<file path="src/hw/rtl/spd_pkg.sv">
// Package for the serial packet deframer: widths, register indexes, status codes
// and the controller state type.
// It depends on nothing else; the deframer top level takes its names by scope.
package spd_pkg;

    localparam int STORE_DEPTH_DEF = 64;
    localparam int BYTE_W          = 8;
    localparam int PHASE_W         = 7;
    localparam int LEN_W           = 6;
    localparam int TYPE_W          = 2;
    localparam int STATUS_W        = 2;
    localparam int CFG_IDX_W       = 1;
    localparam int OUT_TDATA_W     = 24;
    localparam int OUT_TUSER_W     = 3;

    localparam logic [CFG_IDX_W-1:0] REG_START_BYTE = 1'b0;
    localparam logic [CFG_IDX_W-1:0] REG_END_BYTE   = 1'b1;

    localparam logic [BYTE_W-1:0] START_BYTE_RST = 8'h21;
    localparam logic [BYTE_W-1:0] END_BYTE_RST   = 8'h52;

    // Phase values for idle and header, and the first phase of the storing range.
    localparam logic [PHASE_W-1:0] PH_IDLE   = 7'd0;
    localparam logic [PHASE_W-1:0] PH_HEADER = 7'd1;
    localparam logic [PHASE_W-1:0] PH_FIRST  = 7'd2;

    typedef enum logic [STATUS_W-1:0] {
        STAT_GOOD     = 2'd0,
        STAT_BAD_END  = 2'd1,
        STAT_BAD_SUM  = 2'd2
    } status_t;

    typedef enum logic [1:0] {
        ST_RX,
        ST_RD,
        ST_OUT
    } state_t;

endpackage

</file>
<file path="src/hw/rtl/serial_packet_deframer.sv">
// A bad or empty packet's status item is registered and appears in the cycle after its tail
// byte is taken. A good packet's payload items are read back one at a time: a store read in
// ST_RD, then a load of the output register in ST_OUT once the output slot is free.
// Throughput: one received byte per cycle, held off during read-back and at a tail byte until
// the output slot is free. Reset clears the controller, counters and output valid; the payload
// store is not cleared, as only entries written in the current packet are read.
module serial_packet_deframer #(
    parameter int STORE_DEPTH = spd_pkg::STORE_DEPTH_DEF
) (
    input  logic                                clk,
    input  logic                                rst_n,
    // Configuration write channel.
    input  logic                                cfg_valid,
    output logic                                cfg_ready,
    input  logic [spd_pkg::CFG_IDX_W-1:0]       cfg_index,
    input  logic [spd_pkg::BYTE_W-1:0]          cfg_data,
    // Received bytes. s_tdata: rx_byte[7:0].
    input  logic                                s_tvalid,
    output logic                                s_tready,
    input  logic [spd_pkg::BYTE_W-1:0]          s_tdata,
    // Result items.
    output logic                                m_tvalid,
    input  logic                                m_tready,
    // m_tdata: packet_type[1:0], payload_length[7:2], byte_index[13:8],
    // data_byte[21:14], zero [23:22].
    output logic [spd_pkg::OUT_TDATA_W-1:0]     m_tdata,
    // m_tuser: status[1:0], has_data[2].
    output logic [spd_pkg::OUT_TUSER_W-1:0]     m_tuser,
    output logic                                m_tlast
);

    localparam int AW = (STORE_DEPTH > 1) ? $clog2(STORE_DEPTH) : 1;

    // Payload store: payload bytes and the checksum byte after them. The checksum and the
    // payload's running sum are also in registers, so the tail decision needs no store read.
    logic [spd_pkg::BYTE_W-1:0] store_mem [STORE_DEPTH];
    logic                       mem_we;
    logic [AW-1:0]              mem_wa;
    logic [spd_pkg::BYTE_W-1:0] mem_wd;
    logic                       mem_re;
    logic [AW-1:0]              mem_ra;
    logic [spd_pkg::BYTE_W-1:0] rd_data_reg;

    // Configuration registers.
    logic [spd_pkg::BYTE_W-1:0] start_byte_reg;
    logic [spd_pkg::BYTE_W-1:0] end_byte_reg;

    // Packet state.
    spd_pkg::state_t            state_reg, state_next;
    logic [spd_pkg::PHASE_W-1:0] phase_reg, phase_next;
    logic [spd_pkg::LEN_W-1:0]  len_reg, len_next;
    logic [spd_pkg::TYPE_W-1:0] type_reg, type_next;
    logic [spd_pkg::BYTE_W-1:0] sum_reg, sum_next;
    logic [spd_pkg::BYTE_W-1:0] csum_reg, csum_next;
    logic [spd_pkg::LEN_W-1:0]  k_reg, k_next;

    // Output register.
    logic                        m_valid_reg, m_valid_next;
    logic [spd_pkg::STATUS_W-1:0] o_status_reg, o_status_next;
    logic [spd_pkg::TYPE_W-1:0]  o_type_reg, o_type_next;
    logic [spd_pkg::LEN_W-1:0]   o_len_reg, o_len_next;
    logic                        o_has_reg, o_has_next;
    logic [spd_pkg::LEN_W-1:0]   o_idx_reg, o_idx_next;
    logic [spd_pkg::BYTE_W-1:0]  o_data_reg, o_data_next;
    logic                        o_last_reg, o_last_next;

    logic                        out_free;
    logic [spd_pkg::PHASE_W-1:0] tail_pos;
    logic [spd_pkg::PHASE_W-1:0] store_idx;
    logic                        at_tail;
    logic                        in_fire;

    assign cfg_ready = 1'b1;

    always_ff @(posedge clk or negedge rst_n)
    begin
        if (!rst_n)
        begin
            start_byte_reg <= spd_pkg::START_BYTE_RST;
            end_byte_reg   <= spd_pkg::END_BYTE_RST;
        end
        else if (cfg_valid)
        begin
            case (cfg_index)
                spd_pkg::REG_START_BYTE: start_byte_reg <= cfg_data;
                spd_pkg::REG_END_BYTE:   end_byte_reg   <= cfg_data;
                default:                 ;
            endcase
        end
    end

    // The output slot can take a new item if it is empty or being emptied now.
    assign out_free  = !m_valid_reg || m_tready;
    assign tail_pos  = spd_pkg::PHASE_W'(len_reg) + spd_pkg::PHASE_W'(3);
    assign store_idx = phase_reg - spd_pkg::PH_FIRST;
    assign at_tail   = (phase_reg != spd_pkg::PH_IDLE) && (phase_reg != spd_pkg::PH_HEADER)
                       && (phase_reg >= tail_pos);
    // Input is held off during read-back, which also keeps store writes and reads apart,
    // and at the tail byte until the output slot is free.
    assign s_tready  = (state_reg == spd_pkg::ST_RX) && (!at_tail || out_free);
    assign in_fire   = s_tvalid && s_tready;

    always_comb
    begin
        state_next    = state_reg;
        phase_next    = phase_reg;
        len_next      = len_reg;
        type_next     = type_reg;
        sum_next      = sum_reg;
        csum_next     = csum_reg;
        k_next        = k_reg;
        m_valid_next  = m_valid_reg && !m_tready;
        o_status_next = o_status_reg;
        o_type_next   = o_type_reg;
        o_len_next    = o_len_reg;
        o_has_next    = o_has_reg;
        o_idx_next    = o_idx_reg;
        o_data_next   = o_data_reg;
        o_last_next   = o_last_reg;
        mem_we        = 1'b0;
        mem_wa        = AW'(store_idx);
        mem_wd        = s_tdata;
        mem_re        = 1'b0;
        mem_ra        = AW'(k_reg);

        case (state_reg)
            spd_pkg::ST_RX:
            begin
                if (in_fire)
                begin
                    if (phase_reg == spd_pkg::PH_IDLE)
                    begin
                        if (s_tdata == start_byte_reg)
                        begin
                            phase_next = spd_pkg::PH_HEADER;
                        end
                    end
                    else if (phase_reg == spd_pkg::PH_HEADER)
                    begin
                        len_next   = s_tdata[spd_pkg::LEN_W-1:0];
                        type_next  = s_tdata[spd_pkg::BYTE_W-1 -: spd_pkg::TYPE_W];
                        sum_next   = '0;
                        phase_next = spd_pkg::PH_FIRST;
                    end
                    else if (!at_tail)
                    begin
                        mem_we = 1'b1;
                        // Payload bytes feed the running sum; the byte after them is
                        // the checksum.
                        if (store_idx == spd_pkg::PHASE_W'(len_reg))
                        begin
                            csum_next = s_tdata;
                        end
                        else
                        begin
                            sum_next = sum_reg + s_tdata;
                        end
                        phase_next = phase_reg + spd_pkg::PHASE_W'(1);
                    end
                    else
                    begin
                        phase_next    = spd_pkg::PH_IDLE;
                        o_type_next   = type_reg;
                        o_len_next    = len_reg;
                        o_has_next    = 1'b0;
                        o_idx_next    = '0;
                        o_data_next   = '0;
                        o_last_next   = 1'b1;
                        if (s_tdata != end_byte_reg)
                        begin
                            o_status_next = spd_pkg::STAT_BAD_END;
                            m_valid_next  = 1'b1;
                        end
                        else if (~sum_reg != csum_reg)
                        begin
                            o_status_next = spd_pkg::STAT_BAD_SUM;
                            m_valid_next  = 1'b1;
                        end
                        else if (len_reg == '0)
                        begin
                            o_status_next = spd_pkg::STAT_GOOD;
                            m_valid_next  = 1'b1;
                        end
                        else
                        begin
                            k_next     = '0;
                            state_next = spd_pkg::ST_RD;
                        end
                        if (state_next == spd_pkg::ST_RX)
                        begin
                            len_next  = '0;
                            type_next = '0;
                        end
                    end
                end
            end

            spd_pkg::ST_RD:
            begin
                mem_re     = 1'b1;
                state_next = spd_pkg::ST_OUT;
            end

            spd_pkg::ST_OUT:
            begin
                if (out_free)
                begin
                    m_valid_next  = 1'b1;
                    o_status_next = spd_pkg::STAT_GOOD;
                    o_type_next   = type_reg;
                    o_len_next    = len_reg;
                    o_has_next    = 1'b1;
                    o_idx_next    = k_reg;
                    o_data_next   = rd_data_reg;
                    o_last_next   = (k_reg == len_reg - spd_pkg::LEN_W'(1));
                    if (k_reg == len_reg - spd_pkg::LEN_W'(1))
                    begin
                        len_next   = '0;
                        type_next  = '0;
                        state_next = spd_pkg::ST_RX;
                    end
                    else
                    begin
                        k_next     = k_reg + spd_pkg::LEN_W'(1);
                        state_next = spd_pkg::ST_RD;
                    end
                end
            end

            default:
            begin
                state_next = spd_pkg::ST_RX;
            end
        endcase
    end

    always_ff @(posedge clk or negedge rst_n)
    begin
        if (!rst_n)
        begin
            state_reg   <= spd_pkg::ST_RX;
            phase_reg   <= spd_pkg::PH_IDLE;
            len_reg     <= '0;
            type_reg    <= '0;
            k_reg       <= '0;
            m_valid_reg <= 1'b0;
        end
        else
        begin
            state_reg   <= state_next;
            phase_reg   <= phase_next;
            len_reg     <= len_next;
            type_reg    <= type_next;
            k_reg       <= k_next;
            m_valid_reg <= m_valid_next;
        end
    end

    always_ff @(posedge clk)
    begin
        sum_reg      <= sum_next;
        csum_reg     <= csum_next;
        o_status_reg <= o_status_next;
        o_type_reg   <= o_type_next;
        o_len_reg    <= o_len_next;
        o_has_reg    <= o_has_next;
        o_idx_reg    <= o_idx_next;
        o_data_reg   <= o_data_next;
        o_last_reg   <= o_last_next;
    end

    always_ff @(posedge clk)
    begin
        if (mem_we)
        begin
            store_mem[mem_wa] <= mem_wd;
        end
        if (mem_re)
        begin
            rd_data_reg <= store_mem[mem_ra];
        end
    end

    assign m_tvalid = m_valid_reg;
    assign m_tdata  = {2'b00, o_data_reg, o_idx_reg, o_len_reg, o_type_reg};
    assign m_tuser  = {o_has_reg, o_status_reg};
    assign m_tlast  = o_last_reg;

endmodule
</file>
<file path="config.mk">
export PLATFORM = sky130hd
export DESIGN_NAME = serial_packet_deframer
export DESIGN_NICKNAME = d
export VERILOG_FILES = /design/src/hw/rtl/spd_pkg.sv /design/src/hw/rtl/serial_packet_deframer.sv
export SDC_FILE = /design/constraint.sdc
export NUM_CORES = 1
export LEC_CHECK = 0
export BUFFER_PORTS_ARGS = -buffer_cell sky130_fd_sc_hd__buf_2
export CAP_MARGIN = 10
export CORE_AREA = 2 2 205 207
export DETAILED_ROUTE_END_ITERATION = 10
export DIE_AREA = 0 0 207 209
export GPL_TIMING_DRIVEN = 0
export PLACE_DENSITY = 0.76
export SYNTH_ARGS = -nofsm -noshare
export SYNTH_HDL_FRONTEND = slang
export SYNTH_SLANG_ARGS = --single-unit
</file>
<file path="constraint.sdc">
create_clock -name clk -period 5.95 [get_ports clk]
set_input_delay 1.19 -clock clk [delete_from_list [all_inputs] [get_ports clk]]
set_output_delay 1.19 -clock clk [all_outputs]
set_load 0.01 [all_outputs]
</file>
## Word-level counts from Yosys, hierarchy flattened

Memories as Yosys holds them, arrays and structs flattened. A register that Yosys moved wholly into a read port is not among the register bits.
Cells that the tools add are included.

| operators by class | value |
|---|---|
| equal/unequal tests | 25 |
| reductions and logical operators | 26 |
| bitwise gates (word level) | 5 |
| magnitude comparators | 1 |
| $add $sub $neg | 6 |
| muxes and demuxes | 109 |

Operators by type and width:

| operator | number |
|---|---|
| $mux W6 | 26 |
| $mux W2 | 33 |
| $mux W8 | 7 |
| $pmux W6 S2 | 4 |
| $mux W7 | 4 |
| $mux W1 | 27 |
| $ne A2 B2 Y1 const B | 11 |
| $ne A8 B8 Y1 | 2 |
| $pmux W8 S2 | 1 |
| $reduce_and A7 Y1 | 2 |
| $pmux W2 S2 | 3 |
| $reduce_and A6 Y1 | 2 |
| $reduce_and A10 Y1 | 1 |
| $reduce_and A5 Y1 | 2 |
| $add A8 B8 Y8 | 1 |
| $eq A8 B8 Y1 | 1 |
| $not A8 Y8 | 1 |
| $add A6 B2 Y7 const B | 1 |
| $add A7 B1 Y7 const B | 1 |
| $eq A7 B1 Y1 const B | 1 |
| $eq A7 B6 Y1 | 1 |
| $ge A7 B7 Y1 | 1 |
| $logic_not A7 Y1 | 1 |
| $ne A7 B1 Y1 const B | 1 |
| 22 further kinds | 37 |

| word-level totals | value |
|---|---|
| memories | 1 |
| output and inout port bits | 31 |
| register bits | 82 |
| bits of input ports | 22 |
| memory bits (writable) | 512 |

Memories:

| memory | depth | width | read ports | clocked after Yosys merged registers in | write ports | line | text |
|---|---|---|---|---|---|---|---|
| store_mem | 64 | 8 | 1 | 1 | 1 | serial_packet_deframer.sv:36 | `logic [spd_pkg::BYTE_W-1:0] store_mem [STORE_DEPTH];` |

## Logic depth before layout (Yosys ltp)

| logic depth | value |
|---|---|
| depth in word-level cells | 16 |
| depth in mapped cells | 13 |
| depth with buffers taken out | 12 |

## Least setup slack after synthesis

Ideal clock, no wire load.

| timing | value |
|---|---|
| path kind | register to register |
| start point | register len_reg[0] in the netlist's numbering |
| end point | register o_last_reg, in the netlist m_tlast, enable pin |
| path slack | 2.096 ns |
| clock period less this slack | 3.854 ns |
| arrival | 3.441 ns |
| buffers on the path | 0 |
| cell stages (with the launch flop) | 12 |
| path through | dfrtp_1 inv_1 ha_1 nor2_1 nand3_1 ha_1 nand2_1 o21ai_0 a21oi_1 nor3_1 nand3_1 a21oi_1 |

| between the ends | value |
|---|---|
| longest elaborated chain between the ends | 9 |
| elaborated cells between the ends (all ways) | 10 |

RTL lines:

| item | line | text |
|---|---|---|
| start: declaration | serial_packet_deframer.sv:51 | `logic [spd_pkg::LEN_W-1:0] len_reg, len_next;` |
| start signal: assignment | serial_packet_deframer.sv:252 | `len_reg <= len_next;` |
| $add A6 B2 Y7 * | serial_packet_deframer.sv:94 | `assign tail_pos = spd_pkg::PHASE_W'(len_reg) + spd_pkg::PHASE_W'(3);` |
| $ge A7 B7 Y1 * | serial_packet_deframer.sv:97 | `&& (phase_reg >= tail_pos);` |
| $logic_and A1 B1 Y1 * | serial_packet_deframer.sv:97 |  |
| $logic_not A1 Y1 | - |  |
| $logic_or A1 B1 Y1 | serial_packet_deframer.sv:100 | `assign s_tready = (state_reg == spd_pkg::ST_RX) && (!at_tail \|\| out_free);` |
| $logic_and A1 B1 Y1 | serial_packet_deframer.sv:100 |  |
| $logic_and A1 B1 Y1 | serial_packet_deframer.sv:101 | `assign in_fire = s_tvalid && s_tready;` |
| $ne A2 B2 Y1 (no line) | - |  |
| $reduce_and A6 Y1 (no line) * | - |  |
| end signal: assignment | serial_packet_deframer.sv:269 | `o_last_reg <= o_last_next;` |
| end: declaration | serial_packet_deframer.sv:65 | `logic o_last_reg, o_last_next;` |

Every way passes the cells marked *; elsewhere a longest branch is shown, timed or not.
A chain may end at the register's enable or synchronous reset.

## Worst setup path in the final report

| timing | value |
|---|---|
| start point | register len_reg[0] in the netlist's numbering |
| end point | output port s_tready |

| between the ends | value |
|---|---|
| longest elaborated chain between the ends | 6 |

RTL lines:

| item | line | text |
|---|---|---|
| $add A6 B2 Y7 | serial_packet_deframer.sv:94 |  |
| $ge A7 B7 Y1 | serial_packet_deframer.sv:97 |  |
| $logic_and A1 B1 Y1 | serial_packet_deframer.sv:97 |  |
| $logic_not A1 Y1 | - |  |
| $logic_or A1 B1 Y1 | serial_packet_deframer.sv:100 |  |
| $logic_and A1 B1 Y1 | serial_packet_deframer.sv:100 |  |
| end: declaration | serial_packet_deframer.sv:19 | `output logic s_tready,` |

No other way between the ends.

==> flow_summary.toml <==
[power_and_ir_drop]
clkPwrFrac_pct = 30.1
seq_power_share_pct = 43.6
comb_power_share_pct = 26.3
peakVddDrop_mv = 0.290
total_power_uw = 11700
p_leak_uw = 0.00872
power.internal_uw = 8230
sw_frac_of_total_pct = 29.6
p_per_area_nw_per_um2 = 429
p_switching_uw = 3460

[timing]
grt_setup_unrepaired = "false"
max_freq_mhz = 194
fin_tns_setup_ps = 0
fin_crit_ps = 5140
drv_slew = 0
clock_skew_ps = 18.2
worst_pin_slew_ps = 1050
finalSetupViolCount = 0
slew_headroom_pct = 29.7
hold_viol = 0
post-route-period-util_pct = 86.5

[synthesis]
ys_types = 58
async_flop_share_pct = 6.64
syn_area_um2 = 24500
synth-seq-area-share_pct = 73.1
synth_cells = 1215
synth_edf_count = 562
ys.flop_type = "edfxtp_1"
yosys_warnings = 0
synth-seq-cells = 602
syn_avg_cell_area_um2 = 20.1

[clocking]
postCtsSetupBuffers = 0
hold_buffers = 0
clock_latency_ps = 620
cts_tree = "built"
clockBufferDepth = 3
root_buffer = "clkbuf_16"
cts_buffers = 58
postCtsResizedCells = 0
clkTransAtPathRegs_ps = 60
htreeDepth = 2
cts.sinks = 602

[place]
place.gp.congestion = 0.879
place.port_buffers = 49
place_hpwl_um = 33400

[global_routing]
grt_max_degree = 70
grt-ovfl-total = 0
grt_first_pass_wirelength_um = 78100
track_usage_pct = 24.6
antenna_found_initial = 0
grt_pass1_vias = 12400

[detailed_routing]
vias = 12100
drt-total-wl_um = 52400
drt_first_pass_iters = 5
drc = 0
wl_per_cell_um = 27.4
vias_per_cell = 6.34
drt.antenna.violating_nets = 0
drt_iter0_drc = 1467

[cells_and_area]
drive_gt1_share_pct = 25.8
area_growth_pct = 11.6
mostFrequentLayoutCell = "edfxtp_1"
nNetsFinal = 1379
fillers = 2622
multi_input_area_um2 = 6250
seqCellArea_um2 = 17900
largest_register_ff_count = 512
top_register = "store_mem"
antennaDiodeCount = 0
final_cell_mix = "562 x edfxtp_1, 168 x mux4_2, 99 x nor2_1, 61 x buf_2, 59 x clkbuf_16"

[critical_path]
required_ps = 4760
cpMaxStageDelayCell = "a21oi_1"
cp-start-kind = "flip-flop"
crit_fanout = 8
worstSetupPathType = "flip-flop to output pin"
arrival_ps = 3950
endpoint_kind = "output pin"
critical_path.max_stage_delay_ps = 510
path_cells = "inv_1 > ha_1 > nor2_1 > xnor2_1 > ha_1 > a21oi_1 > o21ai_0 > a21oi_1 > nor3_1 > a21boi_0 > buf_2"

[die]
fp-row-count = 75
die_h_um = 209
pin_count = 53
die_w_um = 207
dieArea_um2 = 43300
core_area_um2 = 41300
initial_core_util_pct = 59.2

[outcome]
status = "complete, no violations"

[hold_path]
worstHoldPathType = "flip-flop to flip-flop"

[job]
cap_violations = 0
-- cells in the mapped netlist, drive strengths merged (20+ instances only) --
master	n	area share [%]
edfxtp	562	69
mux4	168	15
nor2	99	1.5
buf	36	0.81
dfrtp	35	3.6
xnor2	32	1.1
ha	25	1.3
clkbuf	24	0.37
nand2	24	0.37
nand3	21	0.43
xor2	20	0.72
-- kinds of logic after synthesis --
family,after synthesis,share of synthesized area (%)
DFF,602,73.1
and+or+nand+nor,218,4.37
muxes,187,16.3
buffers and inverters,70,1.34
AOI/OAI and AO/OA,58,1.57
xor gates and xnor gates,52,1.86
adders and majority gates,26,1.36
other,2,0.0307
-- metal layers --
layer	part of all wire, %	GRT usage [%]	vias up
met5	0	0	-
li1	-	-	5178
met2	50	40.2	557
met4	3.2	9.09	0
met3	7.5	4.15	104
met1	39	34.1	6293
-- per-stage QoR --
| step | hold slack, ps | setup slack, ps | instance area (um^2) | utilization [%] | cells |
|---|---|---|---|---|---|
| 2_1_floorplan | 423 | 2100 | 24500 | - | 1216 |
| 3_3_place_gp | 429 | 1220 | 25400 | 61.5 | 1804 |
| 3_5_place_dp | 436 | 1190 | 25500 | 61.7 | 1808 |
| 4_1_cts | 452 | 908 | 27300 | 66.0 | 1911 |
| 5_1_grt | 464 | 635 | 27300 | 66.1 | 1913 |
| 6_report | 448 | 806 | 27300 | 66.1 | 1913 |
-- critical path, delay by kind of cell, from the launching register on --
kind | cells | cell delay, ps
xor gates and xnor gates | 1 | 160
adders and majority gates | 2 | 580
buffers and inverters | 2 | 390
DFF | 1 | 500
and+or+nand+nor | 2 | 450
AOI/OAI and AO/OA | 4 | 1250
-- final cells by class --
cell class / instances / share of cell area, %
clock inverters: 29 / 0.899
repair buffers: 55 / 1.35
inverters: 10 / 0.138
plain buffers: 60 / 1.06
well taps: 539 / 2.47
flip-flops and latches: 602 / 65.5
multi-input cells: 544 / 22.9
clock buffers: 74 / 5.65
-- path summary, 6_finish.rpt --
kind / slack [ps] / from / cells past startpoint / end
worst max-delay path: 810 / len_reg[0] / 11 / s_tready
worst min-delay path: 450 / len_reg[3] / 0 / o_len_reg[3]
worst max register to register: 1000 / len_reg[0] / 12 / store_mem[2][1]
worst min register to register: 450 / len_reg[3] / 0 / o_len_reg[3]
max in group asynchronous: 4610 / rst_n / 1 / phase_reg[4]
min in group asynchronous: 720 / rst_n / 1 / len_reg[4]
-- power by group through the flow --
stage,clock (uW),sequential [uW],combinational (uW)
final,3520,5100,3080
after global routing,3710,5120,3270
after CTS,3550,5100,3080
after detailed placement,0,5190,3050
after global placement,0,5190,2940
after floorplan,0,5210,1990
Note: power is estimated with default switching activity, not from simulation.
